## src/design/run_length_packet_decoder_unit_defines.svh

```systemverilog
// assertion macros shared by the run-length packet decoder modules
`ifndef RUN_LENGTH_PACKET_DECODER_UNIT_DEFINES_SVH
`define RUN_LENGTH_PACKET_DECODER_UNIT_DEFINES_SVH

`ifndef SYNTH

`define RLPD_ASSERT_IMP(lbl, clk, rst_n, ante, cons) \
	lbl: assert property (@(posedge clk) disable iff (!rst_n) (ante) |-> (cons)) \
		else $error("rlpd assertion failed");

`define RLPD_ASSERT_NXT(lbl, clk, rst_n, ante, cons) \
	lbl: assert property (@(posedge clk) disable iff (!rst_n) (ante) |=> (cons)) \
		else $error("rlpd assertion failed");

`else

`define RLPD_ASSERT_IMP(lbl, clk, rst_n, ante, cons)

`define RLPD_ASSERT_NXT(lbl, clk, rst_n, ante, cons)

`endif

`endif

```

## src/design/rlpd_pkg.sv

```systemverilog
// types and constants of the run-length packet decoder
package rlpd_pkg;

	localparam logic [31:0] MAGIC_WORD = 32'h21494D46;
	localparam int RUN_FLAG_BIT = 7;

	localparam logic KIND_DATA = 1'b0;
	localparam logic KIND_STATUS = 1'b1;

	localparam logic [1:0] STATUS_OK = 2'd0;
	localparam logic [1:0] STATUS_BAD_MAGIC = 2'd1;
	localparam logic [1:0] STATUS_SIZE_MISMATCH = 2'd2;
	localparam logic [1:0] STATUS_TRUNCATED = 2'd3;

	typedef struct packed {
		logic kind;
		logic [7:0] out_byte;
		logic [7:0] repeat_count;
		logic [1:0] status;
		logic last;
	} rlpd_res_t;

	// up to two results per input byte, a before b
	typedef struct packed {
		logic [1:0] cnt;
		rlpd_res_t a;
		rlpd_res_t b;
	} rlpd_push_t;

	function automatic logic [7:0] magic_byte(input logic [1:0] idx);
		magic_byte = MAGIC_WORD[{idx, 3'b000} +: 8];
	endfunction

endpackage

```

## src/design/rlpd_decode.sv

```systemverilog
// decode state and per-byte result generation of the run-length packet decoder
`include "run_length_packet_decoder_unit_defines.svh"

module rlpd_decode (
	input logic clk,
	input logic arst_n,
	input logic adv,
	input logic [7:0] in_byte,
	input logic stream_end,
	output rlpd_pkg::rlpd_push_t push
);
	import rlpd_pkg::*;

	typedef enum logic [2:0] {
		PH_HEADER,
		PH_PKT,
		PH_REPEAT,
		PH_LITERAL,
		PH_DRAIN
	} phase_t;

	phase_t phase_q, phase_d;
	logic [3:0] hdr_idx_q, hdr_idx_d;
	logic [31:0] packets_q, packets_d;
	logic [63:0] expected_q, expected_d;
	logic [63:0] produced_q, produced_d;
	logic [7:0] lit_q, lit_d;
	logic [7:0] repeat_q, repeat_d;
	logic magic_bad_q, magic_bad_d;

	logic [7:0] add_amt;
	logic [64:0] sum_wide;
	logic [63:0] sum_sat;
	logic [7:0] pkt_cnt;
	logic [7:0] lit_dec;
	logic pkt_done;
	logic finished;
	logic restart;
	logic data_valid;
	logic [7:0] data_cnt;
	logic stat_valid;
	logic [1:0] st;
	logic [1:0] size_st;

	always_comb begin
		unique case (phase_q)
			PH_REPEAT: add_amt = repeat_q;
			PH_LITERAL: add_amt = 8'd1;
			default: add_amt = 8'd0;
		endcase
	end

	// saturating output counter
	assign sum_wide = {1'b0, produced_q} + {57'b0, add_amt};
	assign sum_sat = sum_wide[64] ? {64{1'b1}} : sum_wide[63:0];
	assign pkt_cnt = {1'b0, in_byte[6:0]} + 8'd1;
	assign lit_dec = (lit_q == 8'd0) ? 8'd0 : lit_q - 8'd1;

	always_comb begin
		phase_d = phase_q;
		hdr_idx_d = hdr_idx_q;
		packets_d = packets_q;
		expected_d = expected_q;
		produced_d = produced_q;
		lit_d = lit_q;
		repeat_d = repeat_q;
		magic_bad_d = magic_bad_q;
		pkt_done = 1'b0;
		finished = 1'b0;
		restart = 1'b0;
		data_valid = 1'b0;
		data_cnt = 8'd1;
		stat_valid = 1'b0;
		st = STATUS_OK;
		size_st = STATUS_OK;
		unique case (phase_q)
			PH_HEADER: begin
				if (hdr_idx_q[3:2] == 2'b00) begin
					magic_bad_d = magic_bad_q | (in_byte != magic_byte(hdr_idx_q[1:0]));
					if (hdr_idx_q[1:0] == 2'd3 && magic_bad_d) begin
						finished = 1'b1;
						st = STATUS_BAD_MAGIC;
					end
				end else if (!hdr_idx_q[3]) begin
					packets_d = packets_q | ({24'b0, in_byte} << {hdr_idx_q[1:0], 3'b000});
				end else begin
					expected_d = expected_q | ({56'b0, in_byte} << {hdr_idx_q[2:0], 3'b000});
				end
				size_st = (sum_sat == expected_d) ? STATUS_OK : STATUS_SIZE_MISMATCH;
				if (!finished) begin
					if (hdr_idx_q == 4'd15) begin
						if (packets_d == 32'd0) begin
							finished = 1'b1;
							st = size_st;
						end else begin
							phase_d = PH_PKT;
						end
					end else begin
						hdr_idx_d = hdr_idx_q + 4'd1;
					end
				end
			end
			PH_PKT: begin
				if (in_byte[RUN_FLAG_BIT]) begin
					repeat_d = pkt_cnt;
					phase_d = PH_REPEAT;
				end else begin
					lit_d = pkt_cnt;
					phase_d = PH_LITERAL;
				end
			end
			PH_REPEAT: begin
				data_valid = 1'b1;
				data_cnt = repeat_q;
				produced_d = sum_sat;
				repeat_d = 8'd0;
				pkt_done = 1'b1;
			end
			PH_LITERAL: begin
				data_valid = 1'b1;
				produced_d = sum_sat;
				lit_d = lit_dec;
				pkt_done = (lit_dec == 8'd0);
			end
			PH_DRAIN: begin
			end
			default: begin
			end
		endcase

		if (pkt_done) begin
			packets_d = packets_q - 32'd1;
			size_st = (sum_sat == expected_q) ? STATUS_OK : STATUS_SIZE_MISMATCH;
			if (packets_d == 32'd0) begin
				finished = 1'b1;
				st = size_st;
			end else begin
				phase_d = PH_PKT;
			end
		end

		if (finished) begin
			stat_valid = 1'b1;
			if (stream_end) begin
				restart = 1'b1;
			end else begin
				phase_d = PH_DRAIN;
			end
		end else if (stream_end) begin
			// early end of stream, trailing bytes after a status are silent
			stat_valid = (phase_q != PH_DRAIN);
			st = STATUS_TRUNCATED;
			restart = 1'b1;
		end
	end

	always_comb begin
		push.cnt = 2'd0;
		push.a.kind = KIND_DATA;
		push.a.out_byte = in_byte;
		push.a.repeat_count = data_cnt;
		push.a.status = STATUS_OK;
		push.a.last = !stat_valid;
		push.b.kind = KIND_STATUS;
		push.b.out_byte = 8'd0;
		push.b.repeat_count = 8'd0;
		push.b.status = st;
		push.b.last = 1'b1;
		if (!data_valid) begin
			push.a = push.b;
		end
		if (adv) begin
			push.cnt = {1'b0, data_valid} + {1'b0, stat_valid};
		end
	end

	always_ff @(posedge clk or negedge arst_n) begin
		if (!arst_n) begin
			phase_q <= PH_HEADER;
			hdr_idx_q <= 4'd0;
			packets_q <= 32'd0;
			expected_q <= 64'd0;
			produced_q <= 64'd0;
			lit_q <= 8'd0;
			repeat_q <= 8'd0;
			magic_bad_q <= 1'b0;
		end else if (adv) begin
			if (restart) begin
				phase_q <= PH_HEADER;
				hdr_idx_q <= 4'd0;
				packets_q <= 32'd0;
				expected_q <= 64'd0;
				produced_q <= 64'd0;
				lit_q <= 8'd0;
				repeat_q <= 8'd0;
				magic_bad_q <= 1'b0;
			end else begin
				phase_q <= phase_d;
				hdr_idx_q <= hdr_idx_d;
				packets_q <= packets_d;
				expected_q <= expected_d;
				produced_q <= produced_d;
				lit_q <= lit_d;
				repeat_q <= repeat_d;
				magic_bad_q <= magic_bad_d;
			end
		end
	end

	`RLPD_ASSERT_IMP(a_status_is_last, clk, arst_n, push.cnt == 2'd2, push.a.kind == KIND_DATA && push.b.kind == KIND_STATUS)
	`RLPD_ASSERT_IMP(a_last_flag, clk, arst_n, push.cnt != 2'd0, push.a.last == (push.cnt == 2'd1))
	`RLPD_ASSERT_NXT(a_drain_after_status, clk, arst_n, adv && stat_valid && !stream_end, phase_q == PH_DRAIN)

endmodule

```

## src/design/rlpd_out_fifo.sv

```systemverilog
// result queue that takes up to two results and gives one per cycle while pop is high
`include "run_length_packet_decoder_unit_defines.svh"

module rlpd_out_fifo #(
	parameter int OutDepth = 4
) (
	input logic clk,
	input logic arst_n,
	input rlpd_pkg::rlpd_push_t push,
	output logic space,
	input logic pop,
	output logic out_valid,
	output rlpd_pkg::rlpd_res_t head
);
	import rlpd_pkg::*;

	localparam int PtrW = (OutDepth > 1) ? $clog2(OutDepth) : 1;
	localparam int CntW = $clog2(OutDepth + 1);

	rlpd_res_t mem_q [OutDepth];
	logic [PtrW-1:0] wr_ptr_q;
	logic [PtrW-1:0] rd_ptr_q;
	logic [CntW-1:0] count_q;
	logic [PtrW-1:0] wr_ptr_inc;
	logic pop_fire;

	function automatic logic [PtrW-1:0] ptr_inc(input logic [PtrW-1:0] p);
		ptr_inc = (p == PtrW'(OutDepth - 1)) ? '0 : p + PtrW'(1);
	endfunction

	assign wr_ptr_inc = ptr_inc(wr_ptr_q);
	assign pop_fire = pop && out_valid;
	assign out_valid = (count_q != '0);
	assign head = mem_q[rd_ptr_q];
	// room for the worst case of two results from one byte
	assign space = (count_q <= CntW'(OutDepth - 2));

	always_ff @(posedge clk) begin
		if (push.cnt != 2'd0) begin
			mem_q[wr_ptr_q] <= push.a;
		end
		if (push.cnt == 2'd2) begin
			mem_q[wr_ptr_inc] <= push.b;
		end
	end

	always_ff @(posedge clk or negedge arst_n) begin
		if (!arst_n) begin
			wr_ptr_q <= '0;
			rd_ptr_q <= '0;
			count_q <= '0;
		end else begin
			if (push.cnt == 2'd1) begin
				wr_ptr_q <= wr_ptr_inc;
			end else if (push.cnt == 2'd2) begin
				wr_ptr_q <= ptr_inc(wr_ptr_inc);
			end
			if (pop_fire) begin
				rd_ptr_q <= ptr_inc(rd_ptr_q);
			end
			count_q <= CntW'(count_q + CntW'(push.cnt) - CntW'(pop_fire));
		end
	end

	`RLPD_ASSERT_IMP(a_push_has_room, clk, arst_n, push.cnt != 2'd0, count_q <= CntW'(OutDepth - 2))
	`RLPD_ASSERT_NXT(a_empty_after_last_pop, clk, arst_n, count_q == CntW'(1) && pop_fire && push.cnt == 2'd0, !out_valid)

endmodule

```

## src/design/run_length_packet_decoder_unit.sv

```systemverilog
// run-length packet decoder: a compressed byte stream in, decoded words out
// input channel: in_valid/in_ready carry one compressed byte (in_byte) and
// stream_end, which marks the final byte of a stream.
// output channel: out_valid/out_ready carry one result word: a data word
// (kind 0, out_byte written repeat_count times) or a status word (kind 1).
// last_of_item flags the final word caused by one input byte.
// a byte accepted on the input is held in the input register (byte_s1),
// goes through the decode logic and is written into the queue once the
// queue has room; its words then reach the output in order.
// one byte is accepted per cycle while each byte yields at most one word
// and the receiver takes every word; the data and status words of one byte
// leave one at a time through the single output port of the result queue.
// the queue holds OutDepth words; a held byte is decoded only while at least
// two entries are free, so a stalled receiver fills the queue and then holds
// in_ready low without losing or reordering words.
// reset clears the decode state to the start of a header and empties the
// queue; after a byte with stream_end the next byte begins a new stream.
module run_length_packet_decoder_unit #(
	parameter int OutDepth = 4
) (
	input logic clk,
	input logic arst_n,
	input logic in_valid,
	output logic in_ready,
	input logic [7:0] in_byte,
	input logic stream_end,
	output logic out_valid,
	input logic out_ready,
	output logic kind,
	output logic [7:0] out_byte,
	output logic [7:0] repeat_count,
	output logic [1:0] status,
	output logic last_of_item
);
	import rlpd_pkg::*;

	logic valid_s1;
	logic [7:0] byte_s1;
	logic end_s1;
	logic space;
	logic adv;
	rlpd_push_t push;
	rlpd_res_t head;

	assign adv = valid_s1 && space;
	assign in_ready = !valid_s1 || space;

	always_ff @(posedge clk or negedge arst_n) begin
		if (!arst_n) begin
			valid_s1 <= 1'b0;
		end else if (in_valid && in_ready) begin
			valid_s1 <= 1'b1;
		end else if (adv) begin
			valid_s1 <= 1'b0;
		end
	end

	always_ff @(posedge clk) begin
		if (in_valid && in_ready) begin
			byte_s1 <= in_byte;
			end_s1 <= stream_end;
		end
	end

	rlpd_decode u_decode (
		.clk(clk),
		.arst_n(arst_n),
		.adv(adv),
		.in_byte(byte_s1),
		.stream_end(end_s1),
		.push(push)
	);

	rlpd_out_fifo #(
		.OutDepth(OutDepth)
	) u_out_fifo (
		.clk(clk),
		.arst_n(arst_n),
		.push(push),
		.space(space),
		.pop(out_ready),
		.out_valid(out_valid),
		.head(head)
	);

	assign kind = head.kind;
	assign out_byte = head.out_byte;
	assign repeat_count = head.repeat_count;
	assign status = head.status;
	assign last_of_item = head.last;

endmodule

```

## config.mk

```make
export PLATFORM = sky130hd
export DESIGN_NAME = run_length_packet_decoder_unit
export DESIGN_NICKNAME = d
export VERILOG_FILES = /design/src/design/rlpd_pkg.sv /design/src/design/rlpd_decode.sv /design/src/design/rlpd_out_fifo.sv /design/src/design/run_length_packet_decoder_unit.sv
export VERILOG_INCLUDE_DIRS = /design/src /design/src/design
export SDC_FILE = /design/constraint.sdc
export NUM_CORES = 1
export LEC_CHECK = 0
export BUFFER_PORTS_ARGS = -buffer_cell sky130_fd_sc_hd__buf_2
export CAP_MARGIN = 20
export CORE_UTILIZATION = 50
export CTS_CLUSTER_DIAMETER = 60
export DETAILED_ROUTE_END_ITERATION = 7
export PLACE_DENSITY_LB_ADDON = 0.12
export SLEW_MARGIN = 20
export SYNTH_ARGS = -nofsm -noshare
export SYNTH_HDL_FRONTEND = slang
export SYNTH_SLANG_ARGS = --single-unit
export TNS_END_PERCENT = 1
```

## constraint.sdc

```tcl
create_clock -name clk -period 12.6 [get_ports clk]
set_input_delay 1.26 -clock clk [delete_from_list [all_inputs] [get_ports clk]]
set_output_delay 1.26 -clock clk [all_outputs]
set_load 0.02 [all_outputs]
```

==> qor.txt <==
Status - complete, but fails checks
Failing checks - design-rule violations
Clock tree sinks - 281
Synth top cells by count - 326 x nand2_1, 279 x a21oi_1, 192 x dfrtp_1, 154 x o21ai_0, 150 x nor2_1
Place WS - 6330 ps
Hpwl dp - 51300 um
Fillers - 3377
Crit Path Max Fanout - 40
Final worst slack - 6150 ps
Global-route wire length before repair - 111000 um
Tot GR Track Use - 38.3%
Max-slew violations - 0
Total of max-cap violations - 0
Setup repair bufs after CTS - 0
Worst-Margin Slew - 1060 ps
Post-synthesis simple-gate area fraction - 24.1%
P per Cell Area - 189 mW/mm^2
Critical path data required time - 12890 ps
Post-CTS Hold Buffers - 0
Die Wd - 195 um
Largest cells by area after synthesis - dfrtp_1 26%, dfxtp_1 7.7%, a21oi_1 7.5%
Post-cts resize count - 0
Synth Area in XOR/XNOR - 6.04%
WS Path Type - reg -> reg
Fin crit period - 6450 ps
Async set or reset register ratio after synthesis - 68.3%
RSZ-0062 raised after global routing - false
Cell with the most instances after synthesis - nand2_1
RePlAce Congestion - 0.998
Adder-Cell Fraction of Synth Area - 2.09%
Prevailing post-synth register cell - dfrtp_1
Port-buffer cells - 34
Setup crit start kind - flip-flop
Clock Latency Late Sink - 560 ps
Crit. End Element - flip-flop
Largest net degree at the start of global routing - 89
P_leak - 8.36 nW
DRT antenna net count - 0
Global route overflow - 0
Max Clock Freq - 155 MHz
Routed vias/inst - 6.80
Top-area cell type share of the netlist area - 25.7%
Setup TNS - 0 ps
Via count - 18900
Setup violators final - 0
Largest family of logic cells by synthesized area - simple AND/OR/NAND/NOR gates
Drt drc - 8
Largest area contributor in the netlist - dfrtp_1
Mux cell area share after synthesis - 3.30%
Share of layout cells above drive strength 1 - 8.71%
Initial antenna violation count - 1
Post-Syn Area - 0.0187 sq mm
EDFF count, synth - 17
Synth Register Bits - 281
Tcrit/Tclk final - 51.2%
Synthesized netlist cell count - 2326
Compound-Gate Fraction of Synth Area - 23.7%
Total Routed Length - 73400 um
Mapped Avg Cell Area - 8.04 sq um
Core Footprint - 0.0367 sq mm
Crit path DAT - 6740 ps
TritonCTS buffer count - 37
Worst Hold Class - reg -> reg
CTS Buffer Depth - 3
CTS Root Cell - clkbuf_16
Initial Util - 51.0%
Die area - 0.0382 sq mm
Final Net Count - 2322
Hold Slack - 455 ps
Register area share after synthesis - 36.1%
Max Clock Skew - 17.8 ps
Chip height - 195 um
Reg clk slew, reported paths - 60 ps
Distinct cells, synth - 88
Total power - 3.88 mW
Post-Syn Nets - 2369
Inserted Diodes - 0
Ys Warns - 0
Wire length per cell - 26.4 um
Vias in the first global route - 17400
Row count - 70
CTS tree - yes
Final hold vios - 0
Rel. slew slack - 29.4%
Num ports - 35
Number of detailed-route iterations in the first pass - 8
Maximum vdd drop - 0.000132 V
Layout Utilization - 56.0%
Area grow syn2layout - 9.87%
Drt first-iter violations - 2410
H-tree levels - 2
==> flip-flops by register name, summed over array words and instances (netlist names) <==
name                  cells
byte_s1                   8
end_s1                    1
u_decode.expected_q      64
u_decode.hdr_idx_q        4
u_decode.lit_q            8
u_decode.magic_bad_q      1
u_decode.packets_q       32
u_decode.phase_q          3
u_decode.produced_q      64
u_decode.repeat_q         8
u_out_fifo.count_q        3
u_out_fifo.mem_q         80
u_out_fifo.rd_ptr_q       2
u_out_fifo.wr_ptr_q       2
valid_s1                  1
==> cell families (layout without fill, tap and decap cells) <==
kind of cell             after synthesis  in the layout
adder cells (fa/ha/maj)               30             30
XOR/XNOR                             129            129
buffers and inverters                226            208
flip-flops                           281            281
AO/OA/AOI/OAI                        712            712
multiplexers                          36             36
AND/OR/NAND/NOR                      912            912
==> per-layer routing <==
metal,part of all wire [%],global-route usage (%),up-vias
met4,3.0,12.2,0
met2,42,56.0,1125
met3,11,8.22,152
met5,0,0,-
met1,43,56.0,9170
li1,-,-,8425
==> worst max-delay path: stages (launching register included) <==
cell      delay (ps)
dfrtp_1          460
nand2b_1         380
nor2_1           410
and2_0           380
ha_1             310
o211a_1          220
a211o_1          490
nand4_1          430
nor2_4           700
buf_4            560
nand4_1          160
a21oi_1          170
nand4_1          140
nor4_1           380
nand4_1          200
o41ai_4          590
a31oi_1          160
==> layout make-up <==
type                       count  area [sq um]  area share [%]
sequential                   281          6760            32.9
multi-input combinational   1819         11200            54.3
tap                          468           586            2.85
timing repair buffer          77           502            2.44
inverter                      63           236            1.15
clock buffer                  47          1040            5.04
clock inverter                21           288            1.40
==> where the power goes <==
part | leakage [nW] | switching, mW | internal [mW]
Combinational | 4.33 | 1.02 | 0.493
Clock | 0.651 | 0.442 | 0.713
Sequential | 3.38 | 0.153 | 1.06
Total | 8.36 | 1.62 | 2.27
==> per-stage QoR <==
| stage | instances | instance area, sq um |
|---|---|---|
| after floorplan | 2326 | 18700 |
| after global placement | 2708 | 19200 |
| after detailed placement | 2708 | 19200 |
| after CTS | 2776 | 20600 |
| after global routing | 2776 | 20600 |
| final | 2776 | 20600 |
==> path summary, 6_finish.rpt <==
path | startpoint | to | slack [ps] | depth (start not counted)
worst max-delay path | u_decode.phase_q[2] | u_out_fifo.mem_q[0][2] | 6150 | 16
worst min-delay path | u_out_fifo.mem_q[2][3] | u_out_fifo.mem_q[2][3] | 450 | 2
worst max register to register | u_decode.phase_q[2] | u_out_fifo.mem_q[0][2] | 6150 | 16
worst min register to register | u_out_fifo.mem_q[2][3] | u_out_fifo.mem_q[2][3] | 450 | 2
max in group asynchronous | arst_n | u_decode.expected_q[21] | 9900 | 3
min in group asynchronous | arst_n | u_decode.produced_q[59] | 760 | 1
==> cells in the final DEF (no fill, tap or decap), drive strengths merged, types with 16 or more instances in the layout <==
cell type  count
a211oi        16
xor2          46
dfxtp         72
buf           76
inv           69
mux4          20
nor4          46
a21o          26
nand4         57
a21oi        279
and3          25
a31oi         33
o21ai        161
xnor2         83
nor2         150
ha            28
o22ai         19
nand2        326
nand2b        16
clkbuf        48
a32o          24
nor3          61
and2          27
dfrtp        192
a22o          28
nand3        101
edfxtp        17
No activity file was read; power rests on OpenSTA's default activity.
